--- src/design/tilt_gesture_hold_detector_defines.svh ---
// Assertion helpers, included by the design file tgh_back.
`ifndef TILT_GESTURE_HOLD_DETECTOR_DEFINES_SVH
`define TILT_GESTURE_HOLD_DETECTOR_DEFINES_SVH

// Same-cycle implication, disabled while reset is low.
`define TGH_ASSERT_IMPLIES(label, clk, rst_n, ante, cons) \
    label: assert property (@(posedge clk) disable iff (!(rst_n)) (ante) |-> (cons)) \
        else $error("tgh assertion failed");

// Next-cycle implication, disabled while reset is low.
`define TGH_ASSERT_NEXT(label, clk, rst_n, ante, cons) \
    label: assert property (@(posedge clk) disable iff (!(rst_n)) (ante) |=> (cons)) \
        else $error("tgh assertion failed");

`endif

--- src/design/tgh_pkg.sv ---
`timescale 1ns / 1ps
package tgh_pkg;

    localparam int TGH_SAMPLE_W = 16;
    localparam int TGH_THR_W    = 15;
    localparam int TGH_TICK_W   = 8;
    localparam int TGH_IDLE_W   = 16;
    localparam int TGH_HOLD_W   = 9;
    localparam int TGH_DATA_W   = 32;
    localparam int TGH_ADDR_W   = 5;
    localparam int TGH_QDEPTH   = 2;

    localparam logic [TGH_THR_W-1:0]  TGH_RST_REV_THR   = 15'd10000;
    localparam logic [TGH_THR_W-1:0]  TGH_RST_ACCEL_THR = 15'd7000;
    localparam logic [TGH_THR_W-1:0]  TGH_RST_GYRO_THR  = 15'd2000;
    localparam logic [TGH_TICK_W-1:0] TGH_RST_REV_HOLD  = 8'd10;
    localparam logic [TGH_TICK_W-1:0] TGH_RST_SIDE_HOLD = 8'd2;
    localparam logic [TGH_TICK_W-1:0] TGH_RST_FB_HOLD   = 8'd2;
    localparam logic [TGH_IDLE_W-1:0] TGH_RST_IDLE_LIM  = 16'd50;

    typedef enum logic [2:0] {
        G_NONE  = 3'd0,
        G_REV   = 3'd1,
        G_LEFT  = 3'd2,
        G_RIGHT = 3'd3,
        G_FRONT = 3'd4,
        G_BACK  = 3'd5
    } t_gesture;

    typedef enum logic [3:0] {
        A_NONE      = 4'd0,
        A_SETTING   = 4'd1,
        A_PREV      = 4'd2,
        A_NEXT      = 4'd3,
        A_ENTER     = 4'd4,
        A_CTL_LEFT  = 4'd5,
        A_CTL_RIGHT = 4'd6,
        A_CTL_FRONT = 4'd7,
        A_CTL_BACK  = 4'd8,
        A_CLOCK     = 4'd9
    } t_action;

    typedef enum logic [2:0] {
        REG_REV_THR   = 3'd0,
        REG_ACCEL_THR = 3'd1,
        REG_GYRO_THR  = 3'd2,
        REG_REV_HOLD  = 3'd3,
        REG_SIDE_HOLD = 3'd4,
        REG_FB_HOLD   = 3'd5,
        REG_IDLE_LIM  = 3'd6
    } t_reg_idx;

    typedef struct packed {
        logic [TGH_THR_W-1:0]  reverse_threshold;
        logic [TGH_THR_W-1:0]  tilt_accel_threshold;
        logic [TGH_THR_W-1:0]  tilt_gyro_threshold;
        logic [TGH_TICK_W-1:0] reverse_hold_ticks;
        logic [TGH_TICK_W-1:0] side_hold_ticks;
        logic [TGH_TICK_W-1:0] front_back_hold_ticks;
        logic [TGH_IDLE_W-1:0] idle_limit;
    } t_cfg;

    // Classified sample as carried from front to back.
    typedef struct packed {
        logic     sample_valid;
        logic     running;
        t_gesture det;
        logic     az_gt;
        logic     ax_gt;
        logic     ax_lt;
        logic     ay_lt;
        logic     ay_gt;
    } t_class;

endpackage

--- src/design/tgh_cfg.sv ---
`timescale 1ns / 1ps
module tgh_cfg (
    input  logic                           i_clk,
    input  logic                           i_rst_n,
    input  logic                           psel,
    input  logic                           penable,
    input  logic                           pwrite,
    input  logic [tgh_pkg::TGH_ADDR_W-1:0] paddr,
    input  logic [tgh_pkg::TGH_DATA_W-1:0] pwdata,
    output logic [tgh_pkg::TGH_DATA_W-1:0] prdata,
    output logic                           pready,
    output tgh_pkg::t_cfg                  o_cfg
);
    import tgh_pkg::*;

    t_cfg     r_cfg;
    t_reg_idx idx;
    logic     wr_en;

    assign idx    = t_reg_idx'(paddr[TGH_ADDR_W-1:2]);
    assign pready = 1'b1;
    assign wr_en  = psel && penable && pwrite && pready;
    assign o_cfg  = r_cfg;

    always_ff @(posedge i_clk) begin
        if (!i_rst_n) begin
            r_cfg.reverse_threshold     <= TGH_RST_REV_THR;
            r_cfg.tilt_accel_threshold  <= TGH_RST_ACCEL_THR;
            r_cfg.tilt_gyro_threshold   <= TGH_RST_GYRO_THR;
            r_cfg.reverse_hold_ticks    <= TGH_RST_REV_HOLD;
            r_cfg.side_hold_ticks       <= TGH_RST_SIDE_HOLD;
            r_cfg.front_back_hold_ticks <= TGH_RST_FB_HOLD;
            r_cfg.idle_limit            <= TGH_RST_IDLE_LIM;
        end else if (wr_en) begin
            case (idx)
                REG_REV_THR:   r_cfg.reverse_threshold     <= pwdata[TGH_THR_W-1:0];
                REG_ACCEL_THR: r_cfg.tilt_accel_threshold  <= pwdata[TGH_THR_W-1:0];
                REG_GYRO_THR:  r_cfg.tilt_gyro_threshold   <= pwdata[TGH_THR_W-1:0];
                REG_REV_HOLD:  r_cfg.reverse_hold_ticks    <= pwdata[TGH_TICK_W-1:0];
                REG_SIDE_HOLD: r_cfg.side_hold_ticks       <= pwdata[TGH_TICK_W-1:0];
                REG_FB_HOLD:   r_cfg.front_back_hold_ticks <= pwdata[TGH_TICK_W-1:0];
                REG_IDLE_LIM:  r_cfg.idle_limit            <= pwdata[TGH_IDLE_W-1:0];
                default: ;
            endcase
        end
    end

    always_comb begin
        prdata = '0;
        case (idx)
            REG_REV_THR:   prdata = TGH_DATA_W'(r_cfg.reverse_threshold);
            REG_ACCEL_THR: prdata = TGH_DATA_W'(r_cfg.tilt_accel_threshold);
            REG_GYRO_THR:  prdata = TGH_DATA_W'(r_cfg.tilt_gyro_threshold);
            REG_REV_HOLD:  prdata = TGH_DATA_W'(r_cfg.reverse_hold_ticks);
            REG_SIDE_HOLD: prdata = TGH_DATA_W'(r_cfg.side_hold_ticks);
            REG_FB_HOLD:   prdata = TGH_DATA_W'(r_cfg.front_back_hold_ticks);
            REG_IDLE_LIM:  prdata = TGH_DATA_W'(r_cfg.idle_limit);
            default:       prdata = '0;
        endcase
    end

endmodule

--- src/design/tgh_front.sv ---
`timescale 1ns / 1ps
module tgh_front (
    input  logic                             i_valid,
    output logic                             o_stall,
    input  logic                             i_sample_valid,
    input  logic [tgh_pkg::TGH_SAMPLE_W-1:0] i_accel_x,
    input  logic [tgh_pkg::TGH_SAMPLE_W-1:0] i_accel_y,
    input  logic [tgh_pkg::TGH_SAMPLE_W-1:0] i_accel_z,
    input  logic [tgh_pkg::TGH_SAMPLE_W-1:0] i_gyro_x,
    input  logic [tgh_pkg::TGH_SAMPLE_W-1:0] i_gyro_y,
    input  logic                             i_widget_running,
    input  tgh_pkg::t_cfg                    i_cfg,
    input  logic                             i_q_full,
    output logic                             o_push,
    output tgh_pkg::t_class                  o_class
);
    import tgh_pkg::*;

    localparam int EXT_W = TGH_SAMPLE_W + 1;

    logic signed [EXT_W-1:0] ax, ay, az, gx, gy;
    logic signed [EXT_W-1:0] rt, at, gt, neg_at, neg_gt;
    logic left_ok, right_ok, front_ok, back_ok;

    // Sign-extend samples and zero-extend thresholds to a common width.
    assign ax = signed'({i_accel_x[TGH_SAMPLE_W-1], i_accel_x});
    assign ay = signed'({i_accel_y[TGH_SAMPLE_W-1], i_accel_y});
    assign az = signed'({i_accel_z[TGH_SAMPLE_W-1], i_accel_z});
    assign gx = signed'({i_gyro_x[TGH_SAMPLE_W-1], i_gyro_x});
    assign gy = signed'({i_gyro_y[TGH_SAMPLE_W-1], i_gyro_y});
    assign rt = signed'({2'b00, i_cfg.reverse_threshold});
    assign at = signed'({2'b00, i_cfg.tilt_accel_threshold});
    assign gt = signed'({2'b00, i_cfg.tilt_gyro_threshold});
    assign neg_at = -at;
    assign neg_gt = -gt;

    assign o_class.sample_valid = i_sample_valid;
    assign o_class.running      = i_widget_running;
    assign o_class.az_gt        = az > rt;
    assign o_class.ax_gt        = ax > at;
    assign o_class.ax_lt        = ax < neg_at;
    assign o_class.ay_lt        = ay < neg_at;
    assign o_class.ay_gt        = ay > at;

    assign left_ok  = o_class.ax_gt && (gy > gt);
    assign right_ok = o_class.ax_lt && (gy < neg_gt);
    assign front_ok = o_class.ay_lt && (gx > neg_gt);
    assign back_ok  = o_class.ay_gt && (gx < gt);

    // Priority: reverse, left, right, front, back.
    always_comb begin
        if (o_class.az_gt) begin
            o_class.det = G_REV;
        end else if (left_ok) begin
            o_class.det = G_LEFT;
        end else if (right_ok) begin
            o_class.det = G_RIGHT;
        end else if (front_ok) begin
            o_class.det = G_FRONT;
        end else if (back_ok) begin
            o_class.det = G_BACK;
        end else begin
            o_class.det = G_NONE;
        end
    end

    assign o_stall = i_q_full;
    assign o_push  = i_valid && !i_q_full;

endmodule

--- src/design/tgh_queue.sv ---
`timescale 1ns / 1ps
module tgh_queue #(
    parameter int DEPTH = tgh_pkg::TGH_QDEPTH
) (
    input  logic            i_clk,
    input  logic            i_rst_n,
    input  logic            i_push,
    input  tgh_pkg::t_class i_data,
    input  logic            i_pop,
    output logic            o_full,
    output logic            o_nonempty,
    output tgh_pkg::t_class o_head
);
    import tgh_pkg::*;

    localparam int PTR_W = (DEPTH > 1) ? $clog2(DEPTH) : 1;
    localparam int CNT_W = $clog2(DEPTH + 1);

    t_class           r_mem [DEPTH];
    logic [PTR_W-1:0] r_wr_ptr, r_rd_ptr;
    logic [CNT_W-1:0] r_count;

    function automatic logic [PTR_W-1:0] ptr_inc(input logic [PTR_W-1:0] p);
        ptr_inc = (p == PTR_W'(DEPTH - 1)) ? '0 : p + 1'b1;
    endfunction

    assign o_full     = (r_count == CNT_W'(DEPTH));
    assign o_nonempty = (r_count != '0);
    assign o_head     = r_mem[r_rd_ptr];

    always_ff @(posedge i_clk) begin
        if (i_push) begin
            r_mem[r_wr_ptr] <= i_data;
        end
    end

    always_ff @(posedge i_clk) begin
        if (!i_rst_n) begin
            r_wr_ptr <= '0;
            r_rd_ptr <= '0;
            r_count  <= '0;
        end else begin
            if (i_push) begin
                r_wr_ptr <= ptr_inc(r_wr_ptr);
            end
            if (i_pop) begin
                r_rd_ptr <= ptr_inc(r_rd_ptr);
            end
            if (i_push && !i_pop) begin
                r_count <= r_count + 1'b1;
            end else if (i_pop && !i_push) begin
                r_count <= r_count - 1'b1;
            end
        end
    end

endmodule

--- src/design/tgh_back.sv ---
`timescale 1ns / 1ps
`include "tilt_gesture_hold_detector_defines.svh"
module tgh_back (
    input  logic            i_clk,
    input  logic            i_rst_n,
    input  tgh_pkg::t_cfg   i_cfg,
    input  logic            i_q_nonempty,
    input  tgh_pkg::t_class i_head,
    output logic            o_pop,
    output logic            o_valid,
    input  logic            i_stall,
    output logic [2:0]      o_fired_gesture,
    output logic [3:0]      o_action,
    output logic            o_wifi_reset_request,
    output logic [2:0]      o_pending_gesture_out
);
    import tgh_pkg::*;

    t_gesture              r_pending, n_pending;
    logic [TGH_HOLD_W-1:0] r_hold_count, n_hold_count;
    logic [TGH_IDLE_W-1:0] r_idle_count, n_idle_count;
    logic [TGH_IDLE_W-1:0] idle_base, idle_inc;
    logic [TGH_TICK_W-1:0] limit;
    logic                  holding;

    t_gesture n_fired, r_fired;
    t_action  n_action, r_action;
    logic     n_wifi, r_wifi;
    t_gesture r_pend_out;
    logic     r_out_valid;

    // Take the next beat whenever the output slot is free or being drained.
    assign o_pop = i_q_nonempty && (!r_out_valid || !i_stall);

    always_comb begin
        n_pending    = r_pending;
        n_hold_count = r_hold_count;
        idle_base    = r_idle_count;
        n_fired      = G_NONE;
        n_action     = A_NONE;
        n_wifi       = 1'b0;
        holding      = 1'b0;
        limit        = '0;
        if (i_head.sample_valid) begin
            if (r_pending == G_NONE) begin
                n_hold_count = '0;
                n_pending    = i_head.det;
            end else begin
                idle_base = '0;
                case (r_pending)
                    G_REV: begin
                        holding = i_head.az_gt;
                        limit   = i_cfg.reverse_hold_ticks;
                    end
                    G_LEFT: begin
                        holding = i_head.ax_gt;
                        limit   = i_cfg.side_hold_ticks;
                    end
                    G_RIGHT: begin
                        holding = i_head.ax_lt;
                        limit   = i_cfg.side_hold_ticks;
                    end
                    G_FRONT: begin
                        holding = i_head.ay_lt;
                        limit   = i_cfg.front_back_hold_ticks;
                    end
                    G_BACK: begin
                        holding = i_head.ay_gt;
                        limit   = i_cfg.front_back_hold_ticks;
                    end
                    default: begin
                        holding = 1'b0;
                        limit   = '0;
                    end
                endcase
                if (holding) begin
                    n_hold_count = (r_hold_count == '1) ? r_hold_count : r_hold_count + 1'b1;
                    if (r_hold_count >= {1'b0, limit}) begin
                        n_fired   = r_pending;
                        n_pending = G_NONE;
                        case (r_pending)
                            G_REV: begin
                                n_hold_count = '0;
                                n_wifi       = 1'b1;
                                n_action     = A_SETTING;
                            end
                            G_LEFT:  n_action = i_head.running ? A_CTL_LEFT : A_PREV;
                            G_RIGHT: n_action = i_head.running ? A_CTL_RIGHT : A_NEXT;
                            G_FRONT: n_action = i_head.running ? A_CTL_FRONT : A_ENTER;
                            default: n_action = i_head.running ? A_CTL_BACK : A_NONE;
                        endcase
                    end
                end else begin
                    n_pending = G_NONE;
                end
            end
        end
        // Idle step; counter wraps at 16 bits.
        idle_inc     = idle_base + 1'b1;
        n_idle_count = idle_base;
        if (!i_head.running) begin
            n_idle_count = idle_inc;
            if (idle_inc > i_cfg.idle_limit) begin
                n_idle_count = '0;
                if (n_fired == G_NONE) begin
                    n_action = A_CLOCK;
                end
            end
        end
    end

    always_ff @(posedge i_clk) begin
        if (!i_rst_n) begin
            r_pending    <= G_NONE;
            r_hold_count <= '0;
            r_idle_count <= '0;
            r_out_valid  <= 1'b0;
        end else begin
            if (o_pop) begin
                r_pending    <= n_pending;
                r_hold_count <= n_hold_count;
                r_idle_count <= n_idle_count;
                r_out_valid  <= 1'b1;
            end else if (!i_stall) begin
                r_out_valid  <= 1'b0;
            end
        end
    end

    always_ff @(posedge i_clk) begin
        if (o_pop) begin
            r_fired    <= n_fired;
            r_action   <= n_action;
            r_wifi     <= n_wifi;
            r_pend_out <= n_pending;
        end
    end

    assign o_valid               = r_out_valid;
    assign o_fired_gesture       = r_fired;
    assign o_action              = r_action;
    assign o_wifi_reset_request  = r_wifi;
    assign o_pending_gesture_out = r_pend_out;

    `TGH_ASSERT_IMPLIES(a_fire_drops_pending, i_clk, i_rst_n, r_out_valid && (r_fired != G_NONE), r_pend_out == G_NONE)
    `TGH_ASSERT_IMPLIES(a_wifi_only_reverse, i_clk, i_rst_n, r_out_valid && r_wifi, (r_fired == G_REV) && (r_action == A_SETTING))
    `TGH_ASSERT_IMPLIES(a_fire_beats_clock, i_clk, i_rst_n, r_out_valid && (r_fired != G_NONE), r_action != A_CLOCK)
    `TGH_ASSERT_NEXT(a_rev_clears_hold, i_clk, i_rst_n, o_pop && (n_fired == G_REV), r_hold_count == '0)

endmodule

--- src/design/tilt_gesture_hold_detector.sv ---
`timescale 1ns / 1ps
// Tilt gesture hold detector.
// Input channel: one beat per sensor tick (i_valid / o_stall) carrying the
// sample flag, accel x/y/z, gyro x/y and the widget-running flag. Every beat,
// sampled or not, produces exactly one result beat.
// Output channel: o_valid / i_stall carrying fired gesture, action, wifi
// reset request and the gesture left pending after that tick.
// Throughput: one beat per cycle while no stall holds the flow. The front
// classifies a beat against the thresholds in the cycle it is accepted and
// writes it into the queue; the back pops it, updates pending/hold/idle state
// and loads the output register, so a beat passes the queue and the output
// register before o_valid rises. The back's state update sets the rate.
// Stalls: the output register holds its beat while i_stall is high; the
// queue (QUEUE_DEPTH beats) keeps absorbing input, then o_stall rises.
// Reset (synchronous, i_rst_n low): config registers return to defaults,
// no gesture pending, counters cleared, queue and output register empty.
// Config: APB, register i at byte address 4*i, pready always high. Write
// only while the block holds no beat in flight.
module tilt_gesture_hold_detector #(
    parameter int QUEUE_DEPTH = tgh_pkg::TGH_QDEPTH
) (
    input  logic                             i_clk,
    input  logic                             i_rst_n,
    input  logic                             psel,
    input  logic                             penable,
    input  logic                             pwrite,
    input  logic [tgh_pkg::TGH_ADDR_W-1:0]   paddr,
    input  logic [tgh_pkg::TGH_DATA_W-1:0]   pwdata,
    output logic [tgh_pkg::TGH_DATA_W-1:0]   prdata,
    output logic                             pready,
    input  logic                             i_valid,
    output logic                             o_stall,
    input  logic                             i_sample_valid,
    input  logic [tgh_pkg::TGH_SAMPLE_W-1:0] i_accel_x,
    input  logic [tgh_pkg::TGH_SAMPLE_W-1:0] i_accel_y,
    input  logic [tgh_pkg::TGH_SAMPLE_W-1:0] i_accel_z,
    input  logic [tgh_pkg::TGH_SAMPLE_W-1:0] i_gyro_x,
    input  logic [tgh_pkg::TGH_SAMPLE_W-1:0] i_gyro_y,
    input  logic                             i_widget_running,
    output logic                             o_valid,
    input  logic                             i_stall,
    output logic [2:0]                       o_fired_gesture,
    output logic [3:0]                       o_action,
    output logic                             o_wifi_reset_request,
    output logic [2:0]                       o_pending_gesture_out
);
    import tgh_pkg::*;

    t_cfg   cfg;
    t_class front_class, q_head;
    logic   q_push, q_pop, q_full, q_nonempty;

    // Register file
    tgh_cfg u_cfg (
        .i_clk   (i_clk),
        .i_rst_n (i_rst_n),
        .psel    (psel),
        .penable (penable),
        .pwrite  (pwrite),
        .paddr   (paddr),
        .pwdata  (pwdata),
        .prdata  (prdata),
        .pready  (pready),
        .o_cfg   (cfg)
    );

    // Front: accept and compare against thresholds, pick the candidate gesture
    tgh_front u_front (
        .i_valid          (i_valid),
        .o_stall          (o_stall),
        .i_sample_valid   (i_sample_valid),
        .i_accel_x        (i_accel_x),
        .i_accel_y        (i_accel_y),
        .i_accel_z        (i_accel_z),
        .i_gyro_x         (i_gyro_x),
        .i_gyro_y         (i_gyro_y),
        .i_widget_running (i_widget_running),
        .i_cfg            (cfg),
        .i_q_full         (q_full),
        .o_push           (q_push),
        .o_class          (front_class)
    );

    // Decoupling queue of classified beats
    tgh_queue #(
        .DEPTH (QUEUE_DEPTH)
    ) u_queue (
        .i_clk      (i_clk),
        .i_rst_n    (i_rst_n),
        .i_push     (q_push),
        .i_data     (front_class),
        .i_pop      (q_pop),
        .o_full     (q_full),
        .o_nonempty (q_nonempty),
        .o_head     (q_head)
    );

    // Back: hold/fire/idle state machine and output register
    tgh_back u_back (
        .i_clk                 (i_clk),
        .i_rst_n               (i_rst_n),
        .i_cfg                 (cfg),
        .i_q_nonempty          (q_nonempty),
        .i_head                (q_head),
        .o_pop                 (q_pop),
        .o_valid               (o_valid),
        .i_stall               (i_stall),
        .o_fired_gesture       (o_fired_gesture),
        .o_action              (o_action),
        .o_wifi_reset_request  (o_wifi_reset_request),
        .o_pending_gesture_out (o_pending_gesture_out)
    );

endmodule

--- config.mk ---
export PLATFORM = sky130hd
export DESIGN_NAME = tilt_gesture_hold_detector
export DESIGN_NICKNAME = d
export VERILOG_FILES = /design/src/design/tgh_pkg.sv /design/src/design/tgh_cfg.sv /design/src/design/tgh_front.sv /design/src/design/tgh_queue.sv /design/src/design/tgh_back.sv /design/src/design/tilt_gesture_hold_detector.sv
export VERILOG_INCLUDE_DIRS = /design/src /design/src/design
export SDC_FILE = /design/constraint.sdc
export NUM_CORES = 1
export LEC_CHECK = 0
export BUFFER_PORTS_ARGS = -buffer_cell sky130_fd_sc_hd__buf_4
export CAP_MARGIN = 10
export CORE_ASPECT_RATIO = 1.1
export CORE_UTILIZATION = 55
export CTS_BUF_LIST = sky130_fd_sc_hd__clkbuf_4 sky130_fd_sc_hd__clkbuf_8
export CTS_CLUSTER_SIZE = 28
export DETAILED_ROUTE_END_ITERATION = 10
export HOLD_SLACK_MARGIN = 0.03
export PLACE_DENSITY = 0.87
export SYNTH_ARGS = -nofsm -noshare
export SYNTH_HDL_FRONTEND = slang
export SYNTH_HIERARCHICAL = 1
export SYNTH_SLANG_ARGS = --single-unit
export TNS_END_PERCENT = 1
--- constraint.sdc ---
create_clock -name i_clk -period 4.28 [get_ports i_clk]
set_input_delay 0.642 -clock i_clk [delete_from_list [all_inputs] [get_ports i_clk]]
set_output_delay 0.642 -clock i_clk [all_outputs]
set_load 0.01 [all_outputs]
==> impl_summary.txt <==
----------------------------------------------------
[Outcome]
  Outcome ... completed

[Route]
  Initial DRC Count ... 1207
  Length of the first detailed-routing pass in iterations ... 7
  Total detailed-routing wirelength ... 34500 um
  Wire length per cell ... 19.4 um
  Total DRC errors in the routed layout ... 0
  Average vias per placed instance ... 6.27
  Total via count after detailed routing ... 11138
  Number of routed nets with antenna violations ... 0

[Setup path]
  Delay contributed by the slowest stage of the critical path ... 440 ps
  Worst path slowest cell ... sky130_fd_sc_hd__a2111o_1
  Data arrival time of the critical path ... 4270 ps
  Count of cells along the worst register-to-register path ... 15
  Worst setup path class ... flop to flop
  Most frequent cell on the critical path ... sky130_fd_sc_hd__ha_1
  Sequence of cells on the critical path ... mux2_2 > o31a_4 > nor2b_2 > ha_1 > nand3_1 > nor4b_4 > and3_1 > xor2_1 > inv_1 > ha_1 > nand4_1 > a2111o_1 > a31oi_2 > buf_6 > a31o_2
  Critical Path Source Type ... flop
  Worst endpoint required time ... 4610 ps
  Biggest fanout along the worst timing path ... 18
  Endpoint kind of the worst setup timing path ... flop

[Cells and area]
  Non-Filler Cell Area, Final ... 13600 um2
  Most common cell after layout, fill and taps aside ... sky130_fd_sc_hd__ha_1
  Ratio of cells with drive above 1 in the final layout ... 15.8%
  Post-layout net count ... 1764
  Area added between synthesis and finish ... 13.0%
  Most used cells in the layout excluding fill and tap cells ... sky130_fd_sc_hd__ha_1 (166), sky130_fd_sc_hd__buf_4 (150), sky130_fd_sc_hd__nand2_1 (140), sky130_fd_sc_hd__dfxtp_1 (119), sky130_fd_sc_hd__inv_1 (116)

[Clock network]
  TritonCTS clock tree ... done
  Number of clock sinks ... 150
  Clock root buffer ... sky130_fd_sc_hd__clkbuf_8
  Insertion delay to the later sink of the worst-skew pair ... 460 ps
  Clock-pin slew reported for the worst setup and hold paths after clock tree synthesis ... 90 ps
  TritonCTS Buffers ... 17
  Maximum clock path buffer count ... 2
  Number of H-tree branching levels ... 4
  CTS Hold Bufs ... 0

[Floorplanning]
  Chip width ... 143 um
  Die Area ... 22500 um2
  Site row count ... 56
  Area of the core region ... 21400 um2
  Chip height ... 157 um
  Starting density of the core ... 56.4%
  Top-level port count ... 172

[Synthesis]
  Async set-reset flop share out of synthesis ... 0%
  Count of warnings emitted by yosys ... 6
  Cells taking the most area after synthesis ... sky130_fd_sc_hd__dfxtp_1 (20%), sky130_fd_sc_hd__ha_1 (17%), sky130_fd_sc_hd__edfxtp_1 (7.7%)
  Avg Inst Size Synth ... 8.85 um2
  Main combinational cell family by area after synthesis ... compound AO/OA/AOI/OAI gates
  Number of register bits inferred by synthesis ... 150
  Cells after synthesis ... 1361
  Parity-gate share of the synthesized area counting xor and xnor cells ... 3.17%
  Share of the yosys chip area belonging to registers ... 27.5%
  Adder-Cell Fraction of Synth Area ... 17.3%
  Multiplexer share of the synthesized area ... 8.38%
  Area share of the largest cell type after synthesis ... 19.8%
  Simple-gate portion of the synthesized area ... 17.8%
  Number of flops mapped to enable cells by yosys ... 31
  Synth unique cells ... 97
  Post-synthesis instance area ... 12000 um2
  Most frequently used flop master after synthesis ... sky130_fd_sc_hd__dfxtp_1
  Compound-Gate Fraction of Synth Area ... 18.3%
  Largest area contributor in the synthesized netlist ... sky130_fd_sc_hd__dfxtp_1

[Place]
  Number of buffer cells added on primary ports ... 136
  Routability Congestion ... 0.928
  Cell area after placement ... 13100 um2
  Estimated wirelength of the detail-placed design ... 26400 um

[Timing]
  Final slew viol count ... 0
  Slew of the pin with the lowest slew margin ... 1090 ps
  Time the worst path needs with I/O delays and setup ... 3940 ps
  Final setup violation count ... 0
  Setup repair after global routing missed its margin ... no
  Tcrit/Tclk final ... 92.0%
  Worst slew margin relative to its limit ... 25.5%
  Sum of negative setup slack ... 0 ps
  Final hold vios ... 0
  Maximum clock frequency ... 0.254 GHz
  Maximum clock skew at final layout ... 15.5 ps

[GRT]
  Total Routing Usage GR ... 31.2%
  Global-route wire length before repair ... 54300 um
  Pin count of the biggest net entering global routing ... 66
  Via count of the first global-routing pass ... 10850
  Antenna violations before repair ... 1
  Remaining global-route overflow ... 0

[Power]
  LEAKAGE ... 6.05 nW
  Pwr per Cell Area ... 301 nW/um2
  Max VDD drop ... 0.183 mV

[Min path]
  Classification of the worst-slack hold path ... input port to flop
  Hold Crit Depth ... 1

[Run]
  Number of max-capacitance violations reported ... 0

----------------------------------------------------
==> worst max-delay path: cells and delay by family (launching register included) <==
family / cells / cell delay [ps]
AND/OR/NAND/NOR: 5 / 1130
AO/OA/AOI/OAI: 4 / 960
adder cells (fa/ha/maj): 2 / 490
multiplexers: 1 / 360
flip-flops: 1 / 340
buffers and inverters: 2 / 290
XOR/XNOR: 1 / 220
==> cells in the mapped netlist (10+ instances only) <==
master	count
sky130_fd_sc_hd__inv_1	116
sky130_fd_sc_hd__a21o_1	23
sky130_fd_sc_hd__o211ai_1	17
sky130_fd_sc_hd__nand4_1	22
sky130_fd_sc_hd__dfxtp_1	119
sky130_fd_sc_hd__xnor2_1	32
sky130_fd_sc_hd__clkbuf_1	28
sky130_fd_sc_hd__buf_2	11
sky130_fd_sc_hd__o21ai_0	56
sky130_fd_sc_hd__edfxtp_1	31
sky130_fd_sc_hd__mux2_2	12
sky130_fd_sc_hd__buf_6	11
sky130_fd_sc_hd__nand3_1	38
sky130_fd_sc_hd__and2_1	11
sky130_fd_sc_hd__nor2b_1	34
sky130_fd_sc_hd__a31oi_1	10
sky130_fd_sc_hd__o31ai_1	10
sky130_fd_sc_hd__nor4_1	10
sky130_fd_sc_hd__nand2_1	140
sky130_fd_sc_hd__o21a_1	16
sky130_fd_sc_hd__nor3_1	12
sky130_fd_sc_hd__ha_1	166
sky130_fd_sc_hd__mux2i_1	84
sky130_fd_sc_hd__o41ai_1	10
sky130_fd_sc_hd__buf_4	23
sky130_fd_sc_hd__nor2_1	80
sky130_fd_sc_hd__a21oi_1	44
==> worst paths after layout <==
kind,startpoint,endpoint,slack (ps)
worst min-delay path,i_widget_running,u_queue/r_mem[0][8],370
worst max register to register,flop,u_back/o_action[0],340
worst max-delay path,flop,u_back/o_action[0],340
worst min register to register,u_cfg/o_cfg[20],u_cfg/o_cfg[20],490
==> sequential cells by signal, summed over array words and instances, names as in the netlist, 3 cells and up, named ones only <==
signal,cells
u_back/r_idle_count,16
u_back/o_fired_gesture,3
u_cfg/o_cfg,85
u_back/o_action,4
u_queue/r_mem,20
u_back/r_hold_count,9
u_back/o_pending_gesture_out,3
u_back/r_pending,3
==> per-layer routing <==
layer	vias to the layer above	track usage [%]	wire, um
li1	5148	-	-
met1	5196	35.3	13000
met2	636	51.9	16300
met3	158	6.72	2830
met4	0	22.7	2340
met5	-	0	0
==> where the power goes <==
part / internal (mW) / switching (mW) / leakage, nW
Clock: 0.666 / 0.574 / 0.226
Combinational: 0.506 / 0.716 / 4.57
Sequential: 1.58 / 0.0553 / 1.26
Total: 2.75 / 1.34 / 6.05
==> what timing repair did <==
item	CTS	global route
resized for setup	0	4
endpoints found under the setup margin	0	8
setup buffers	0	0
==> logic make-up after synthesis <==
| group | after synthesis |
|---|---|
| muxes | 98 |
| and+or+nand+nor | 411 |
| DFF | 150 |
| buffers and inverters | 190 |
| adders and majority gates | 167 |
| AOI/OAI and AO/OA | 301 |
| xor gates and xnor gates | 42 |
| other | 2 |
==> area by class of cell <==
cell class                 instances  area (um2)
multi-input combinational       1036        7910
fill                            1702        7760
sequential                       150        3310
timing repair buffer             151        1140
inverter                         116         435
tap                              290         363
clock buffer                      19         255
clock inverter                    13         193
antenna                            1        2.50
==> per-stage QoR <==
stage | std cells | setup WS [ps] | hold slack, ps | util, % | total power, mW
after global routing | 1776 | 62.0 | 340 | 63.7 | 4.28
after CTS | 1775 | 284 | 340 | 63.6 | 4.08
final | 1776 | 343 | 367 | 63.7 | 4.10
after global placement | 1743 | 378 | 434 | 61.5 | 2.81
after floorplan | 1376 | 39.4 | 419 | - | 2.47
after detailed placement | 1743 | 332 | 466 | 61.5 | 2.86
No activity file was read; power rests on OpenSTA's default activity.
